==> src/hw/rtl/wsc_pkg.sv <==
// shared types, widths and constants of the wall sensor conditioner
`timescale 1ns / 1ps

package wsc_pkg;

	// field widths
	localparam int TimeW   = 32;
	localparam int DelayW  = 16;
	localparam int SampleW = 10;
	localparam int IndexW  = 3;
	localparam int DataW   = 16;

	// configuration register indexes
	localparam logic [IndexW-1:0] CFG_DEBOUNCE_TIME     = 3'd0;
	localparam logic [IndexW-1:0] CFG_FRONT_WALL_LEVEL  = 3'd1;
	localparam logic [IndexW-1:0] CFG_FRONT_CLEAR_LEVEL = 3'd2;
	localparam logic [IndexW-1:0] CFG_REAR_WALL_LEVEL   = 3'd3;
	localparam logic [IndexW-1:0] CFG_HIT_WHEN_HIGH     = 3'd4;

	// configuration reset values
	localparam logic [DelayW-1:0]  DEBOUNCE_RESET    = 16'd50;
	localparam logic [SampleW-1:0] FRONT_WALL_RESET  = 10'd600;
	localparam logic [SampleW-1:0] FRONT_CLEAR_RESET = 10'd400;
	localparam logic [SampleW-1:0] REAR_WALL_RESET   = 10'd500;
	localparam logic               HIT_HIGH_RESET    = 1'b0;

	// configuration as seen by the datapath
	typedef struct packed {
		logic [DelayW-1:0]  debounce_time;
		logic [SampleW-1:0] front_wall_level;
		logic [SampleW-1:0] front_clear_level;
		logic [SampleW-1:0] rear_wall_level;
		logic               hit_when_high;
	} cfg_t;

endpackage

==> src/hw/rtl/wsc_cfg.sv <==
// configuration register bank
`timescale 1ns / 1ps

module wsc_cfg
	import wsc_pkg::*;
(
	input  logic              clk,
	input  logic              arst_n,
	input  logic              cfg_write,
	input  logic [IndexW-1:0] cfg_index,
	input  logic [DataW-1:0]  cfg_data,
	output cfg_t              cfg
);

	cfg_t cfg_q;

	// register writes, unknown indexes ignored
	always_ff @(posedge clk or negedge arst_n) begin
		if (!arst_n) begin
			cfg_q.debounce_time     <= DEBOUNCE_RESET;
			cfg_q.front_wall_level  <= FRONT_WALL_RESET;
			cfg_q.front_clear_level <= FRONT_CLEAR_RESET;
			cfg_q.rear_wall_level   <= REAR_WALL_RESET;
			cfg_q.hit_when_high     <= HIT_HIGH_RESET;
		end else if (cfg_write) begin
			unique case (cfg_index)
				CFG_DEBOUNCE_TIME:     cfg_q.debounce_time     <= cfg_data;
				CFG_FRONT_WALL_LEVEL:  cfg_q.front_wall_level  <= cfg_data[SampleW-1:0];
				CFG_FRONT_CLEAR_LEVEL: cfg_q.front_clear_level <= cfg_data[SampleW-1:0];
				CFG_REAR_WALL_LEVEL:   cfg_q.rear_wall_level   <= cfg_data[SampleW-1:0];
				CFG_HIT_WHEN_HIGH:     cfg_q.hit_when_high     <= cfg_data[0];
				default: ;
			endcase
		end
	end

	assign cfg = cfg_q;

endmodule

==> src/hw/rtl/wsc_debounce.sv <==
// debounce filter for one side switch
`timescale 1ns / 1ps

module wsc_debounce
	import wsc_pkg::*;
(
	input  logic              clk,
	input  logic              arst_n,
	input  logic              update,
	input  logic              level,
	input  logic [TimeW-1:0]  now_ms,
	input  logic [DelayW-1:0] debounce_time,
	output logic              stable_next
);

	logic             stable_q;
	logic             previous_q;
	logic [TimeW-1:0] change_time_q;
	logic             changed;
	logic [TimeW-1:0] elapsed;

	// a change restarts the hold time at zero, so the stable level holds
	assign changed     = level != previous_q;
	assign elapsed     = now_ms - change_time_q;
	assign stable_next = (!changed && (elapsed > {{(TimeW-DelayW){1'b0}}, debounce_time}))
		? level : stable_q;

	// filter state moves on with each sample transfer
	always_ff @(posedge clk or negedge arst_n) begin
		if (!arst_n) begin
			stable_q      <= 1'b0;
			previous_q    <= 1'b0;
			change_time_q <= '0;
		end else if (update) begin
			stable_q   <= stable_next;
			previous_q <= level;
			if (changed) begin
				change_time_q <= now_ms;
			end
		end
	end

endmodule

==> src/hw/rtl/wsc_photo.sv <==
// front hysteresis flag and rear threshold compare
`timescale 1ns / 1ps

module wsc_photo
	import wsc_pkg::*;
(
	input  logic               clk,
	input  logic               arst_n,
	input  logic               update,
	input  logic [SampleW-1:0] front_sample,
	input  logic [SampleW-1:0] rear_sample,
	input  cfg_t               cfg,
	output logic               blocked_next,
	output logic               rear_wall
);

	logic blocked_q;

	// set test wins over clear when the thresholds overlap
	always_comb begin
		if (front_sample >= cfg.front_wall_level) begin
			blocked_next = 1'b1;
		end else if (front_sample <= cfg.front_clear_level) begin
			blocked_next = 1'b0;
		end else begin
			blocked_next = blocked_q;
		end
	end

	assign rear_wall = rear_sample > cfg.rear_wall_level;

	// hysteresis flag
	always_ff @(posedge clk or negedge arst_n) begin
		if (!arst_n) begin
			blocked_q <= 1'b0;
		end else if (update) begin
			blocked_q <= blocked_next;
		end
	end

endmodule

==> src/hw/rtl/wall_sensor_conditioner.sv <==
// Wall sensor conditioner top level
//
// Takes one sensor sample per transfer on the input channel (in_valid /
// in_stall): a millisecond timestamp, front and rear photodiode readings and
// two raw side switch levels. Gives one result per sample on the output
// channel (out_valid / out_stall): both readings, the front hysteresis flag and
// its inverse, the rear wall compare, the debounced switch levels and hits.
// A sample passes through two registers: the input register, then the compare
// and filter logic into the result register. Throughput is one sample per
// cycle while in_stall is low; the result register frees the input side while a
// finished result waits, and in_stall rises only when both stages are full and
// out_stall is high. A stalled result holds its value.
// Reset clears both stage valids, the switch filters (levels low, change times
// zero), the front flag and loads the configuration defaults. Configuration is
// written through cfg_write / cfg_index / cfg_data; the user must write it only
// while no sample is in flight, unchecked by the block; unknown indexes are ignored.
`timescale 1ns / 1ps

module wall_sensor_conditioner
	import wsc_pkg::*;
(
	input  logic               clk,
	input  logic               arst_n,
	input  logic               cfg_write,
	input  logic [IndexW-1:0]  cfg_index,
	input  logic [DataW-1:0]   cfg_data,
	input  logic               in_valid,
	output logic               in_stall,
	input  logic [TimeW-1:0]   now_ms,
	input  logic [SampleW-1:0] front_sample,
	input  logic [SampleW-1:0] rear_sample,
	input  logic               left_switch,
	input  logic               right_switch,
	output logic               out_valid,
	input  logic               out_stall,
	output logic [SampleW-1:0] front_reading,
	output logic [SampleW-1:0] rear_reading,
	output logic               front_blocked,
	output logic               front_open,
	output logic               rear_wall,
	output logic               left_level,
	output logic               right_level,
	output logic               left_hit,
	output logic               right_hit
);

	cfg_t               cfg;
	logic               valid_s1;
	logic [TimeW-1:0]   now_s1;
	logic [SampleW-1:0] front_s1;
	logic [SampleW-1:0] rear_s1;
	logic               left_s1;
	logic               right_s1;
	logic               valid_s2;
	logic               advance;
	logic               update;
	logic               blocked_next;
	logic               rear_wall_next;
	logic               left_next;
	logic               right_next;

	// stage handshake
	assign advance  = !valid_s2 || !out_stall;
	assign update   = valid_s1 && advance;
	assign in_stall = valid_s1 && !advance;

	wsc_cfg u_cfg (
		.clk       (clk),
		.arst_n    (arst_n),
		.cfg_write (cfg_write),
		.cfg_index (cfg_index),
		.cfg_data  (cfg_data),
		.cfg       (cfg)
	);

	// input register, loads whenever the stage is free or draining
	always_ff @(posedge clk or negedge arst_n) begin
		if (!arst_n) begin
			valid_s1 <= 1'b0;
		end else if (!in_stall) begin
			valid_s1 <= in_valid;
		end
	end

	always_ff @(posedge clk) begin
		if (in_valid && !in_stall) begin
			now_s1   <= now_ms;
			front_s1 <= front_sample;
			rear_s1  <= rear_sample;
			left_s1  <= left_switch;
			right_s1 <= right_switch;
		end
	end

	wsc_photo u_photo (
		.clk          (clk),
		.arst_n       (arst_n),
		.update       (update),
		.front_sample (front_s1),
		.rear_sample  (rear_s1),
		.cfg          (cfg),
		.blocked_next (blocked_next),
		.rear_wall    (rear_wall_next)
	);

	wsc_debounce u_left (
		.clk           (clk),
		.arst_n        (arst_n),
		.update        (update),
		.level         (left_s1),
		.now_ms        (now_s1),
		.debounce_time (cfg.debounce_time),
		.stable_next   (left_next)
	);

	wsc_debounce u_right (
		.clk           (clk),
		.arst_n        (arst_n),
		.update        (update),
		.level         (right_s1),
		.now_ms        (now_s1),
		.debounce_time (cfg.debounce_time),
		.stable_next   (right_next)
	);

	// result register
	always_ff @(posedge clk or negedge arst_n) begin
		if (!arst_n) begin
			valid_s2 <= 1'b0;
		end else if (advance) begin
			valid_s2 <= valid_s1;
		end
	end

	always_ff @(posedge clk) begin
		if (update) begin
			front_reading <= front_s1;
			rear_reading  <= rear_s1;
			front_blocked <= blocked_next;
			front_open    <= !blocked_next;
			rear_wall     <= rear_wall_next;
			left_level    <= left_next;
			right_level   <= right_next;
			left_hit      <= left_next == cfg.hit_when_high;
			right_hit     <= right_next == cfg.hit_when_high;
		end
	end

	assign out_valid = valid_s2;

endmodule

==> config.mk <==
export PLATFORM = sky130hd
export DESIGN_NAME = wall_sensor_conditioner
export DESIGN_NICKNAME = d
export VERILOG_FILES = /design/src/hw/rtl/wsc_pkg.sv /design/src/hw/rtl/wsc_cfg.sv /design/src/hw/rtl/wsc_debounce.sv /design/src/hw/rtl/wsc_photo.sv /design/src/hw/rtl/wall_sensor_conditioner.sv
export SDC_FILE = /design/constraint.sdc
export NUM_CORES = 1
export LEC_CHECK = 0
export ABC_AREA = 1
export BUFFER_PORTS_ARGS = -buffer_cell sky130_fd_sc_hd__buf_4
export CAP_MARGIN = 15
export CELL_PAD_IN_SITES_DETAIL_PLACEMENT = 0
export CELL_PAD_IN_SITES_GLOBAL_PLACEMENT = 2
export CORE_MARGIN = 3
export CORE_UTILIZATION = 33
export DETAILED_ROUTE_END_ITERATION = 6
export PLACE_DENSITY = 0.8
export REMOVE_ABC_BUFFERS = 1
export SYNTH_ARGS = -nofsm -noshare
export SYNTH_HDL_FRONTEND = slang
export SYNTH_HIERARCHICAL = 1
export SYNTH_SLANG_ARGS = --single-unit
==> constraint.sdc <==
create_clock -name clk -period 6.3 [get_ports clk]
set_input_delay 1.26 -clock clk [delete_from_list [all_inputs] [get_ports clk]]
set_output_delay 1.26 -clock clk [all_outputs]
set_load 0.02 [all_outputs]
==> results.cfg <==
[die]
core_area_mm2 = 0.04139
die_x_um = 212.0
die_y_um = 212.0
fp-row-count = 74
io_pins = 107
die-area_mm2 = 0.04496
initial_core_util_pct = 33.85

[power]
power_leakage_nw = 8.940
power_density_mw_per_mm2 = 343.4
p_seq_share_pct = 31.3
clkPwrFrac_pct = 20.6
power_switching_mw = 2.388
combPwrFrac_pct = 48.1
power.share.switching_pct = 43.32
peakVddDrop_mv = 0.2102
power.internal_mw = 3.124

[sta]
clock.fmax_ghz = 0.2623
tightest_slew_ps = 901.0
timing.hold.ws_ps = 454.3
fin_setup_tns_ps = 0
fin_ws_ps = 2487
finClkSkew_ps = 15.00
rsz0062_at_grt = no
slew_viol_final = 0
hold_viol = 0
finalSetupViolCount = 0
fin_crit_sh_pct = 60.52
post-route-min-period_ps = 3813
maxSlewHeadroom_pct = 39.93

[clock_tree]
cts_tree = yes
cts.sinks = 199
clk_pin_slew_ps = 80
ctsLongestPathBuffers = 2
hold_buffers = 0
cts_htree_levels = 4
cts_resized = 0
cts_inserted_buffers = 17
cts_setup_buffers = 0
root_buffer = clkbuf_16
clkLatencyLatePin_ps = 490

[setup_path]
r2r_start = now_s1[0]$_DFFE_PP_
end_kind = flip-flop
worstPathArrival_ps = 4060
start_kind = flip-flop
path_class = flip-flop to flip-flop
crit_start = now_s1[0]$_DFFE_PP_
required_ps = 6540
cp_max_fo = 3

[routing]
wl_per_cell_um = 15.91
drtAntennaViolNets = 0
vias_per_cell = 4.552
vias = 11970
totalWireLength_um = 41840
route.detailed.drc = 0
drt_iter0_drc = 735
firstDrtPassIters = 5

[global_route]
grt_pass1_wl_um = 65520
antenna_found_initial = 0
gr-total-overflow = 0
grt_pass1_vias = 11690
grtUsageTotal_pct = 19.18
grt_start_max_net_pins = 67

[cells_and_area]
diodes = 0
finish.utilization_pct = 38.78
fin_nets = 2289
drive_gt1_share_pct = 10.68
syn_to_final_growth_pct = 14.56
fin_area_mm2 = 0.01605

[logic_synthesis]
yosysWarnings = 6
ys_types = 42
synth_top_area_share_pct = 18.25
ys_async_sr_fraction_pct = 59.30
yosysMostFrequentCell = nand2_1
yosys_register_bits = 199
synth_top_cell_by_area = nand2_1
synth_common_cells = 681 x nand2_1, 408 x inv_1, 172 x nor2_1
synthFlopType = dfrtp_1
netlist_area_mm2 = 0.01401
seq_area_frac_synth_pct = 38.59
synth_area_per_cell_um2 = 7.100
yosys-top-cells-area = nand2_1 18%, dfrtp_1 18%, edfxtp_1 17%
synth_cells = 1973
synth_edf_count = 81

[job]
maxCapViolations = 0

[outcome]
status = complete, no violations

[placement]
place_congestion = 0.8758
io_buffer_count = 106
place_ws_ps = 2536
place_area_mm2 = 0.01544
dp_hpwl_um = 34170

[hold_path]
worstHoldStart = rear_s1[0]$_DFFE_PP_
hp-class = flip-flop to flip-flop
[routing by layer]
metal  track usage (%)  vias up  wire [um]
met2             29.84      132      18510
li1                  -     6277          -
met3             2.995       25       1084
met4             4.434        0        583
met5                 0        -          0
met1             28.13     5539      21660
[kinds of logic (layout without fill, tap and decap cells)]
family,after synthesis,count (layout),share of synthesized area (%)
DFF,199,199,38.59
xor gates and xnor gates,32,32,2.001
adders and majority gates,126,126,11.36
muxes,2,2,0.1608
buffers and inverters,436,561,11.90
and+or+nand+nor,1041,1041,30.91
AOI/OAI and AO/OA,137,137,5.082
[through the flow]
stage | cells | power (mW)
after global placement | 2598 | 4.401
after global routing | 2630 | 6.043
after CTS | 2630 | 5.574
after floorplan | 1953 | 3.609
after detailed placement | 2598 | 4.407
final | 2630 | 5.512
[worst max-delay path, cell delays in order, from the launching register on]
cell and delay [ps]:
edfxtp_1 380, inv_1 90, ha_1 250, fa_1 430
inv_1 140, nand2_1 70, nand3_1 190, nand2_1 80
nand2_1 170, xor2_1 100, ha_1 290, nand2_1 90
nor3_1 250, nand3_1 100, nand2_1 90, nand3_1 70
nor2_1 100, nand2_1 50, nor2_1 100, nand2_1 190
nand3_1 140, nand2_2 80, xnor2_1 130
[area by class of cell]
class	instances	area, um^2
Multi-Input combinational cell	1338	6964
Inverter	416	1562
Timing Repair Buffer	113	848.3
Tap cell	532	665.6
Clock inverter	15	177.7
Sequential cell	199	5405
Clock buffer	17	425.4
Fill cell	4417	25340
[worst paths after layout]
check                                                        endpoint  slack [ps]  cells after the start
worst min-delay path                        rear_reading[0]$_DFFE_PP_         450                      0
worst max register to register                     left_hit$_DFFE_PP_        2490                     22
worst max-delay path                               left_hit$_DFFE_PP_        2490                     22
min in group asynchronous        u_left/change_time_q[21]$_DFFE_PN0P_         870                      1
worst min register to register              rear_reading[0]$_DFFE_PP_         450                      0
max in group asynchronous       u_right/change_time_q[10]$_DFFE_PN0P_        4080                      2
[state kept, by name, summed over array words and instances, names as in the netlist]
name	count
u_left/change_time_q	32
u_right/stable_q	1
valid_s1	1
u_cfg/cfg	47
front_s1	10
u_right/previous_q	1
u_photo/blocked_q	1
front_blocked	1
rear_wall	1
right_level	1
front_open	1
u_right/change_time_q	32
u_left/previous_q	1
front_reading	10
now_s1	32
u_left/stable_q	1
rear_s1	10
right_hit	1
out_valid	1
left_level	1
right_s1	1
rear_reading	10
left_hit	1
left_s1	1
[cell usage in the layout, fill, tap and decap left out, types with 12 or more instances in the layout]
master / n
nand2_1: 681
inv_1: 407
nor2_1: 172
ha_1: 124
a21oi_1: 114
buf_4: 113
dfrtp_1: 102
nand3_1: 100
edfxtp_1: 81
xor2_1: 27
nand2_2: 24
clkbuf_16: 17
nand4_1: 17
dfstp_2: 16
o21ai_0: 12
[power by group through the flow]
stage	sequential [mW]	clock, mW	combinational, mW
floorplan	1.73	0	1.88
global placement	1.75	0	2.65
detailed placement	1.75	0	2.65
CTS	1.73	1.17	2.67
global route	1.75	1.22	3.07
finish	1.73	1.13	2.65
Power figures use the tool's default switching activity.
